File: src/design/lpht_pkg.sv
// Package for the linear probing hash table: item structs, command and
// status codes, and the control/status bundles between controller and datapath.
// No dependencies.
package lpht_pkg;

  localparam int KEY_W      = 31;
  localparam int CMD_W      = 2;
  localparam int STAT_W     = 2;

  localparam logic [CMD_W-1:0] CMD_INSERT = 2'd0;
  localparam logic [CMD_W-1:0] CMD_DELETE = 2'd1;
  localparam logic [CMD_W-1:0] CMD_SEARCH = 2'd2;

  localparam logic [STAT_W-1:0] STAT_DONE   = 2'd0;
  localparam logic [STAT_W-1:0] STAT_FULL   = 2'd1;
  localparam logic [STAT_W-1:0] STAT_ABSENT = 2'd2;

  typedef struct packed {
    logic [CMD_W-1:0] command;
    logic [KEY_W-1:0] key;
  } in_item_t;

  typedef struct packed {
    logic [STAT_W-1:0] status;
    logic              found;
  } out_item_t;

  // Controller to datapath.
  typedef struct packed {
    logic clear_en;
    logic load;
    logic hash_en;
    logic probe_en;
  } ctrl_cmd_t;

  // Datapath to controller.
  typedef struct packed {
    logic clear_done;
    logic hash_done;
    logic hit;
    logic miss;
  } dp_stat_t;

endpackage

File: src/design/lpht_dp.sv
// Datapath for the linear probing hash table: slot memory, key remainder
// unit, probe address/counters, compare logic and result register.
// Depends on lpht_pkg.
module lpht_dp #(
  parameter int TABLE_SIZE = 127
) (
  input  logic                 clk,
  input  logic                 rst_n,
  input  lpht_pkg::ctrl_cmd_t  cmd,
  input  lpht_pkg::in_item_t   in_item,
  output lpht_pkg::dp_stat_t   stat,
  output lpht_pkg::out_item_t  out_item
);
  import lpht_pkg::*;

  localparam int SW = (TABLE_SIZE > 1) ? $clog2(TABLE_SIZE) : 1;
  localparam int CW = $clog2(TABLE_SIZE + 1);
  localparam logic [SW-1:0] LAST_SL = SW'(TABLE_SIZE - 1);
  localparam logic [CW-1:0] TS_C    = CW'(TABLE_SIZE);
  localparam logic [CW-1:0] LAST_C  = CW'(TABLE_SIZE - 1);
  // Reciprocal ceil(2^SH / TABLE_SIZE) gives the exact quotient for every key.
  localparam int              SH      = KEY_W + SW;
  localparam logic [63:0]     RECIP_W = ((64'd1 << SH) + 64'(TABLE_SIZE - 1)) /
                                        64'(TABLE_SIZE);
  localparam logic [KEY_W:0]  RECIP_M = (KEY_W+1)'(RECIP_W);
  localparam logic [KEY_W-1:0] TS_K   = KEY_W'(TABLE_SIZE);

  // Slot memory: {valid, key}.
  logic [KEY_W:0] mem [TABLE_SIZE];
  logic [KEY_W:0] rd_data_r;

  logic [SW-1:0]         clr_addr_r;
  logic [CMD_W-1:0]      cmd_r;
  logic [KEY_W-1:0]      key_r;
  logic                  hash_ph_r;
  logic [KEY_W-1:0]      quo_r;
  logic [SW-1:0]         probe_addr_r;
  logic [SW-1:0]         chk_addr_r;
  logic                  chk_vld_r;
  logic [CW-1:0]         iss_cnt_r;
  logic [CW-1:0]         chk_cnt_r;
  out_item_t             res_r;

  logic [2*KEY_W:0] prod;
  logic [KEY_W-1:0] qd;
  logic [KEY_W-1:0] rem_full;
  logic [SW-1:0]    rem_nxt;
  logic          hash_last;
  logic          issuing;
  logic          is_ins;
  logic          match;
  logic          hit;
  logic          miss;
  logic          wr_en;
  logic [KEY_W:0] wr_data;

  // Quotient by reciprocal multiply is registered first; then multiply back and subtract.
  assign prod      = key_r * RECIP_M;
  assign qd        = quo_r * TS_K;
  assign rem_full  = key_r - qd;
  assign rem_nxt   = rem_full[SW-1:0];
  assign hash_last = hash_ph_r;

  assign issuing = cmd.probe_en && (iss_cnt_r != TS_C);
  assign is_ins  = (cmd_r == CMD_INSERT);
  assign match   = is_ins ? !rd_data_r[KEY_W]
                          : (rd_data_r[KEY_W] && (rd_data_r[KEY_W-1:0] == key_r));
  assign hit     = cmd.probe_en && chk_vld_r && match;
  assign miss    = cmd.probe_en && chk_vld_r && !match && (chk_cnt_r == LAST_C);

  assign wr_en   = hit && (cmd_r != CMD_SEARCH);
  assign wr_data = is_ins ? {1'b1, key_r} : {1'b0, rd_data_r[KEY_W-1:0]};

  always_ff @(posedge clk) begin
    if (cmd.clear_en) begin
      mem[clr_addr_r] <= '0;
    end else if (wr_en) begin
      mem[chk_addr_r] <= wr_data;
    end
    rd_data_r <= mem[probe_addr_r];
  end

  always_ff @(posedge clk) begin
    if (!rst_n) begin
      clr_addr_r <= '0;
    end else if (cmd.clear_en) begin
      clr_addr_r <= (clr_addr_r == LAST_SL) ? '0 : clr_addr_r + 1'b1;
    end
  end

  always_ff @(posedge clk) begin
    if (!rst_n) begin
      chk_vld_r <= 1'b0;
    end else begin
      chk_vld_r <= issuing;
    end
  end

  always_ff @(posedge clk) begin
    if (cmd.load) begin
      cmd_r      <= in_item.command;
      key_r      <= in_item.key;
      hash_ph_r  <= 1'b0;
      res_r      <= '{status: STAT_DONE, found: 1'b0};
    end
    if (cmd.hash_en) begin
      hash_ph_r <= 1'b1;
      if (hash_last) begin
        probe_addr_r <= rem_nxt;
        iss_cnt_r    <= '0;
        chk_cnt_r    <= '0;
      end else begin
        quo_r <= KEY_W'(prod >> SH);
      end
    end
    if (issuing) begin
      probe_addr_r <= (probe_addr_r == LAST_SL) ? '0 : probe_addr_r + 1'b1;
      iss_cnt_r    <= iss_cnt_r + 1'b1;
      chk_addr_r   <= probe_addr_r;
    end
    if (cmd.probe_en && chk_vld_r) begin
      chk_cnt_r <= chk_cnt_r + 1'b1;
    end
    if (hit) begin
      res_r <= '{status: STAT_DONE, found: !is_ins};
    end else if (miss) begin
      res_r <= is_ins ? '{status: STAT_FULL, found: 1'b0}
                      : '{status: STAT_ABSENT, found: 1'b0};
    end
  end

  assign stat.clear_done = cmd.clear_en && (clr_addr_r == LAST_SL);
  assign stat.hash_done  = cmd.hash_en && hash_last;
  assign stat.hit        = hit;
  assign stat.miss       = miss;
  assign out_item        = res_r;

endmodule

File: src/design/lpht_ctrl.sv
// Controller for the linear probing hash table: one-hot state machine that
// sequences clear pass, remainder, probe and result strobe.
// Depends on lpht_pkg.
module lpht_ctrl (
  input  logic                clk,
  input  logic                rst_n,
  input  logic                start,
  input  lpht_pkg::in_item_t  in_item,
  input  lpht_pkg::dp_stat_t  stat,
  output lpht_pkg::ctrl_cmd_t cmd,
  output logic                busy,
  output logic                out_valid
);
  import lpht_pkg::*;

  typedef enum logic [4:0] {
    S_CLEAR = 5'b00001,
    S_IDLE  = 5'b00010,
    S_HASH  = 5'b00100,
    S_PROBE = 5'b01000,
    S_EMIT  = 5'b10000
  } ctrl_state_t;

  ctrl_state_t state_r, state_nxt;
  logic        cmd_ok;

  assign cmd_ok = (in_item.command == CMD_INSERT) || (in_item.command == CMD_DELETE) ||
                  (in_item.command == CMD_SEARCH);

  always_comb begin
    state_nxt = state_r;
    cmd       = '0;
    unique case (state_r)
      S_CLEAR: begin
        cmd.clear_en = 1'b1;
        if (stat.clear_done) state_nxt = S_IDLE;
      end
      S_IDLE: begin
        if (start) begin
          cmd.load  = 1'b1;
          state_nxt = cmd_ok ? S_HASH : S_EMIT;
        end
      end
      S_HASH: begin
        cmd.hash_en = 1'b1;
        if (stat.hash_done) state_nxt = S_PROBE;
      end
      S_PROBE: begin
        cmd.probe_en = 1'b1;
        if (stat.hit || stat.miss) state_nxt = S_EMIT;
      end
      S_EMIT: begin
        state_nxt = S_IDLE;
      end
      default: begin
        state_nxt = S_CLEAR;
      end
    endcase
  end

  always_ff @(posedge clk) begin
    if (!rst_n) begin
      state_r <= S_CLEAR;
    end else begin
      state_r <= state_nxt;
    end
  end

  assign busy      = (state_r != S_IDLE);
  assign out_valid = (state_r == S_EMIT);

endmodule

File: src/design/linear_probe_hash_table.sv
// Linear probing hash table: an accepted item passes through remainder and probe phases
// before the out_valid strobe, probing 1 to TABLE_SIZE slots; command 3 goes straight to it.
// Throughput: one item at a time, next start taken the cycle after the strobe.
// The key remainder takes two steps (reciprocal multiply, then multiply back and subtract);
// probing reads one slot per cycle from the slot memory with registered read data.
// Reset: synchronous, active low; then a clearing pass over all TABLE_SIZE slots with busy high.
module linear_probe_hash_table #(
  parameter int TABLE_SIZE = 127
) (
  input  logic                clk,
  input  logic                rst_n,
  input  logic                start,
  output logic                busy,
  input  lpht_pkg::in_item_t  in_item,
  output logic                out_valid,
  output lpht_pkg::out_item_t out_item
);
  import lpht_pkg::*;

  // Command and status bundles between the sequencer and the datapath.
  ctrl_cmd_t cmd;
  dp_stat_t  stat;

  // Sequencer: clear pass after reset, then accept a beat when idle, walk it
  // through remainder and probe phases, and strobe the result for one cycle.
  lpht_ctrl u_ctrl (
    .clk       (clk),
    .rst_n     (rst_n),
    .start     (start),
    .in_item   (in_item),
    .stat      (stat),
    .cmd       (cmd),
    .busy      (busy),
    .out_valid (out_valid)
  );

  // Datapath: hold the slot memory ({valid, key} per slot), compute key mod
  // TABLE_SIZE by reciprocal multiplication, advance the probe address with
  // wraparound, and hold the result beat until the next item is loaded.
  lpht_dp #(
    .TABLE_SIZE (TABLE_SIZE)
  ) u_dp (
    .clk      (clk),
    .rst_n    (rst_n),
    .cmd      (cmd),
    .in_item  (in_item),
    .stat     (stat),
    .out_item (out_item)
  );

endmodule

File: config.mk
export PLATFORM = sky130hd
export DESIGN_NAME = linear_probe_hash_table
export DESIGN_NICKNAME = d
export VERILOG_FILES = /design/src/design/lpht_pkg.sv /design/src/design/lpht_dp.sv /design/src/design/lpht_ctrl.sv /design/src/design/linear_probe_hash_table.sv
export SDC_FILE = /design/constraint.sdc
export NUM_CORES = 2
export LEC_CHECK = 0
export BUFFER_PORTS_ARGS = -buffer_cell sky130_fd_sc_hd__buf_2
export CAP_MARGIN = 20
export CORE_MARGIN = 8
export CORE_UTILIZATION = 50
export DETAILED_ROUTE_END_ITERATION = 8
export PLACE_DENSITY = 0.68
export REMOVE_ABC_BUFFERS = 1
export SLEW_MARGIN = 20
export SYNTH_ARGS = -nofsm -noshare
export SYNTH_HDL_FRONTEND = slang
export SYNTH_SLANG_ARGS = --single-unit
File: constraint.sdc
create_clock -name clk -period 7.6 [get_ports clk]
set_input_delay 0.76 -clock clk [delete_from_list [all_inputs] [get_ports clk]]
set_output_delay 0.76 -clock clk [all_outputs]
set_load 0.01 [all_outputs]
==> results.toml <==
[global_route]
grt_max_degree = 131
grt_pass1_vias = 82600
grt_use_total_pct = 25.5
grt_pass1_wl_um = 633000
antenna_found_initial = 33
gr-total-overflow = 0

[worst_setup_path]
timing.rr.end = "u_dp.mem[93][1]$_DFFE_PP_"
crit_family = "simple AND/OR/NAND/NOR gates"
cpMostUsedCell = "buf_4"
cpPeakStageDelay_ps = 860
crit_path_top_delay_cell = "nor2_2"
reg2reg_from = "u_dp.key_r[2]$_DFFE_PP_"
critPathKind = "reg -> reg"
crit_fanout = 65
critPathBufInv = 2
r2r_slack_ps = 1990
startpoint_type = "flop"
crit_chain = "xnor2_1 -> nand4_1 -> nor4_1 -> a31oi_1 -> nor2_2 -> nand2_4 -> a21oi_4 -> buf_4 -> buf_4"
end_kind = "flop"
rr_worst_depth = 9
cp.arrival_ps = 6170
crit_required_ps = 8160

[cts]
clkSlewWorstSetupHoldPaths_ps = 60
htreeDepth = 5
root_buffer = "clkbuf_16"
cts_tree = "done"
cts_resized = 0
postCtsHoldBufs = 1
post_cts.repair.setup_buffers = 0
numCtsBuffers = 405
clkLatencyLatePin_ps = 950
cts.sinks = 4181
clockBufferDepth = 4

[timing]
worst_slack_ps = 1990
finalHoldViolations = 0
fin_crit_ps = 5610
min_period_over_period_pct = 73.8
finClkSkew_ps = 92.1
slew_viol_final = 0
tightest_slew_ps = 1210
rsz0062_at_grt = "no"
max_slew_margin_pct = 18.5
setup_tns_ps = 0
setup_viol = 0
fmax_mhz = 178

[placed_design]
gp_congestion = 0.889
pre_cts_ws_ps = 2210
dp_hpwl_um = 248000
io_buffers = 40

[min_path]
min_to = "u_dp.key_r[13]$_DFFE_PP_"
hold_path_depth = 1
min_from = "in_item[13]"
hp-class = "in -> reg"

[floorplanning]
fp.dieH_um = 592
fp.coreArea_um2 = 331000
die_area_um2 = 351000
rows = 211
start_util_pct = 50.3
ios = 41
dieWidth_um = 592

[status]
outcome = "finished, final reports clean"

[yosys]
synth-simple-area-share_pct = 1.36
synth.distinct_cells = 67
synthMuxAreaShare_pct = 16.6
yosys_warnings = 0
async_flop_share_pct = 0
yosysSeqAreaShare_pct = 75.3
synth-xor-area-share_pct = 0.422
postSynthCellCount = 7468
synth_seq_cells = 4181
synth-edff-count = 4133
synth_top_family_by_area = "multiplexers"
syn_area_per_cell_um2 = 22.2
synth_fa_ha_area_share_pct = 2.44
netlist_area_um2 = 166000
ys.flop_type = "edfxtp_1"
synth_compound_area_share_pct = 2.26

[final_layout]
drive_gt1_share_pct = 28.1
fill_cells = 23500
finalNetCount = 8172
postLayoutCoreUtil_pct = 56.9
area_growth_pct = 13.3

[job]
maxCapViolCount = 0

[route]
remaining_drc_errors = 0
wl_per_cell_um = 36.1
drt_pass1_iterations = 6
vias = 83400
antenna_left = 0
wl_um = 454000
drt_iter0_drc = 12500
via_per_inst = 6.64

[power]
p_leak_nw = 52.4
finalPower_mw = 45.8
powerDensity_nw_per_um2 = 244
ir_drop_mv = 0.208
[worst max-delay path by stage]
stage | start | end | slack (ps) | cells past startpoint
final | u_dp.key_r[2]$_DFFE_PP_ | u_dp.mem[93][1]$_DFFE_PP_ | 1990 | 9
after global routing | u_dp.key_r[2]$_DFFE_PP_ | u_dp.mem[94][1]$_DFFE_PP_ | 1830 | 9
after global placement | u_dp.key_r[27]$_DFFE_PP_ | u_dp.quo_r[2]$_DFFE_PP_ | 2140 | 19
after floorplan | u_dp.probe_addr_r[0]$_DFFE_PP_ | u_dp.rd_data_r[27]$_DFF_P_ | -36710 | 4
after detailed placement | u_dp.key_r[2]$_DFFE_PP_ | u_dp.mem[118][1]$_DFFE_PP_ | 2210 | 9
after CTS | u_dp.key_r[2]$_DFFE_PP_ | u_dp.mem[72][1]$_DFFE_PP_ | 2160 | 9
[synth_stat cells (29+ instances only)]
library cell | count | area, um2
nand2_1 | 238 | 893
nand4_1 | 29 | 181
o21ai_0 | 87 | 435
clkbuf_1 | 144 | 541
mux4_2 | 1166 | 26300
a21oi_1 | 108 | 541
a22oi_1 | 44 | 330
o22ai_1 | 164 | 1030
edfxtp_1 | 4133 | 124000
buf_4 | 63 | 473
buf_1 | 33 | 124
buf_2 | 101 | 505
nand3_1 | 65 | 325
mux2i_1 | 133 | 1330
dfxtp_1 | 48 | 961
inv_1 | 171 | 642
xnor2_1 | 64 | 561
ha_1 | 206 | 2580
buf_6 | 33 | 372
fa_1 | 74 | 1480
nor2_1 | 75 | 282
[sequential cells by signal, indices dropped and copies added, names as in the netlist]
signal and cells:
u_dp.mem 4064, u_dp.chk_vld_r 1, u_dp.key_r 31, u_dp.clr_addr_r 7
u_dp.hash_last 1, u_dp.iss_cnt_r 7, u_dp.chk_addr_r 7, u_dp.probe_addr_r 7
u_dp.cmd_r 2, u_ctrl.state_r 5, u_dp.out_item 3, u_dp.quo_r 7
u_dp.rd_data_r 32, u_dp.chk_cnt_r 7
[routing by layer]
metal	wire (um)	track usage [%]
met5	57	0
met4	19500	9.72
met3	52500	5.67
met2	211000	39.6
met1	171000	35.9
[cell usage in the layout, fill, tap and decap left out, types with 12 or more instances in the layout]
cell type,instances
edfxtp_1,4133
mux4_2,1166
clkbuf_16,411
buf_4,273
nand2_1,236
ha_1,206
inv_1,169
mux2i_1,133
o22ai_4,125
clkinv_1,89
o21ai_0,80
a21oi_1,77
fa_1,74
clkinv_2,73
clkbuf_1,72
nor2_1,66
xnor2_1,64
nand3_1,62
bufinv_16,50
dfxtp_1,48
a22oi_1,44
buf_2,40
o22ai_1,38
a21oi_4,31
nand4_1,29
buf_12,29
a221oi_1,27
o211ai_1,23
a211oi_1,22
nor3_1,20
clkinvlp_4,20
o221ai_1,19
and3_1,18
xor2_1,16
nor2b_1,14
a31oi_1,12
[power breakdown]
part | total [mW] | internal, mW | leakage, nW | switching, mW
registers | 25.2 | 25.1 | 32.2 | 0.0505
clock network | 20.2 | 11.6 | 6.42 | 8.54
logic | 0.470 | 0.132 | 13.9 | 0.339
total | 45.8 | 36.9 | 52.4 | 8.93
[kinds of logic after synthesis]
group,count (synthesis)
xor gates and xnor gates,80
DFF,4181
muxes,1300
AOI/OAI and AO/OA,578
buffers and inverters,547
adders and majority gates,280
and+or+nand+nor,502
[through the flow]
stage / instance area (um2) / hold slack [ps] / std cells
after global routing: 188000 / 25.7 / 12600
after CTS: 188000 / 5.76 / 12500
final: 188000 / 50.0 / 12600
after global placement: 175000 / 452 / 11800
after floorplan: 164000 / 436 / 7094
after detailed placement: 175000 / 475 / 11800
[final cells by class]
cell class / count / area, um2 / share of cell area (%)
Sequential cell: 4181 / 125000 / 66.5
Multi-Input combinational cell: 2740 / 40600 / 21.6
Clock buffer: 484 / 10600 / 5.62
Tap cell: 4366 / 5460 / 2.90
Timing Repair Buffer: 355 / 3130 / 1.66
Clock inverter: 252 / 2620 / 1.39
Inverter: 173 / 662 / 0.352
Antenna cell: 7 / 17.5 / 0.00931
Note: power is estimated with default switching activity, not from simulation.
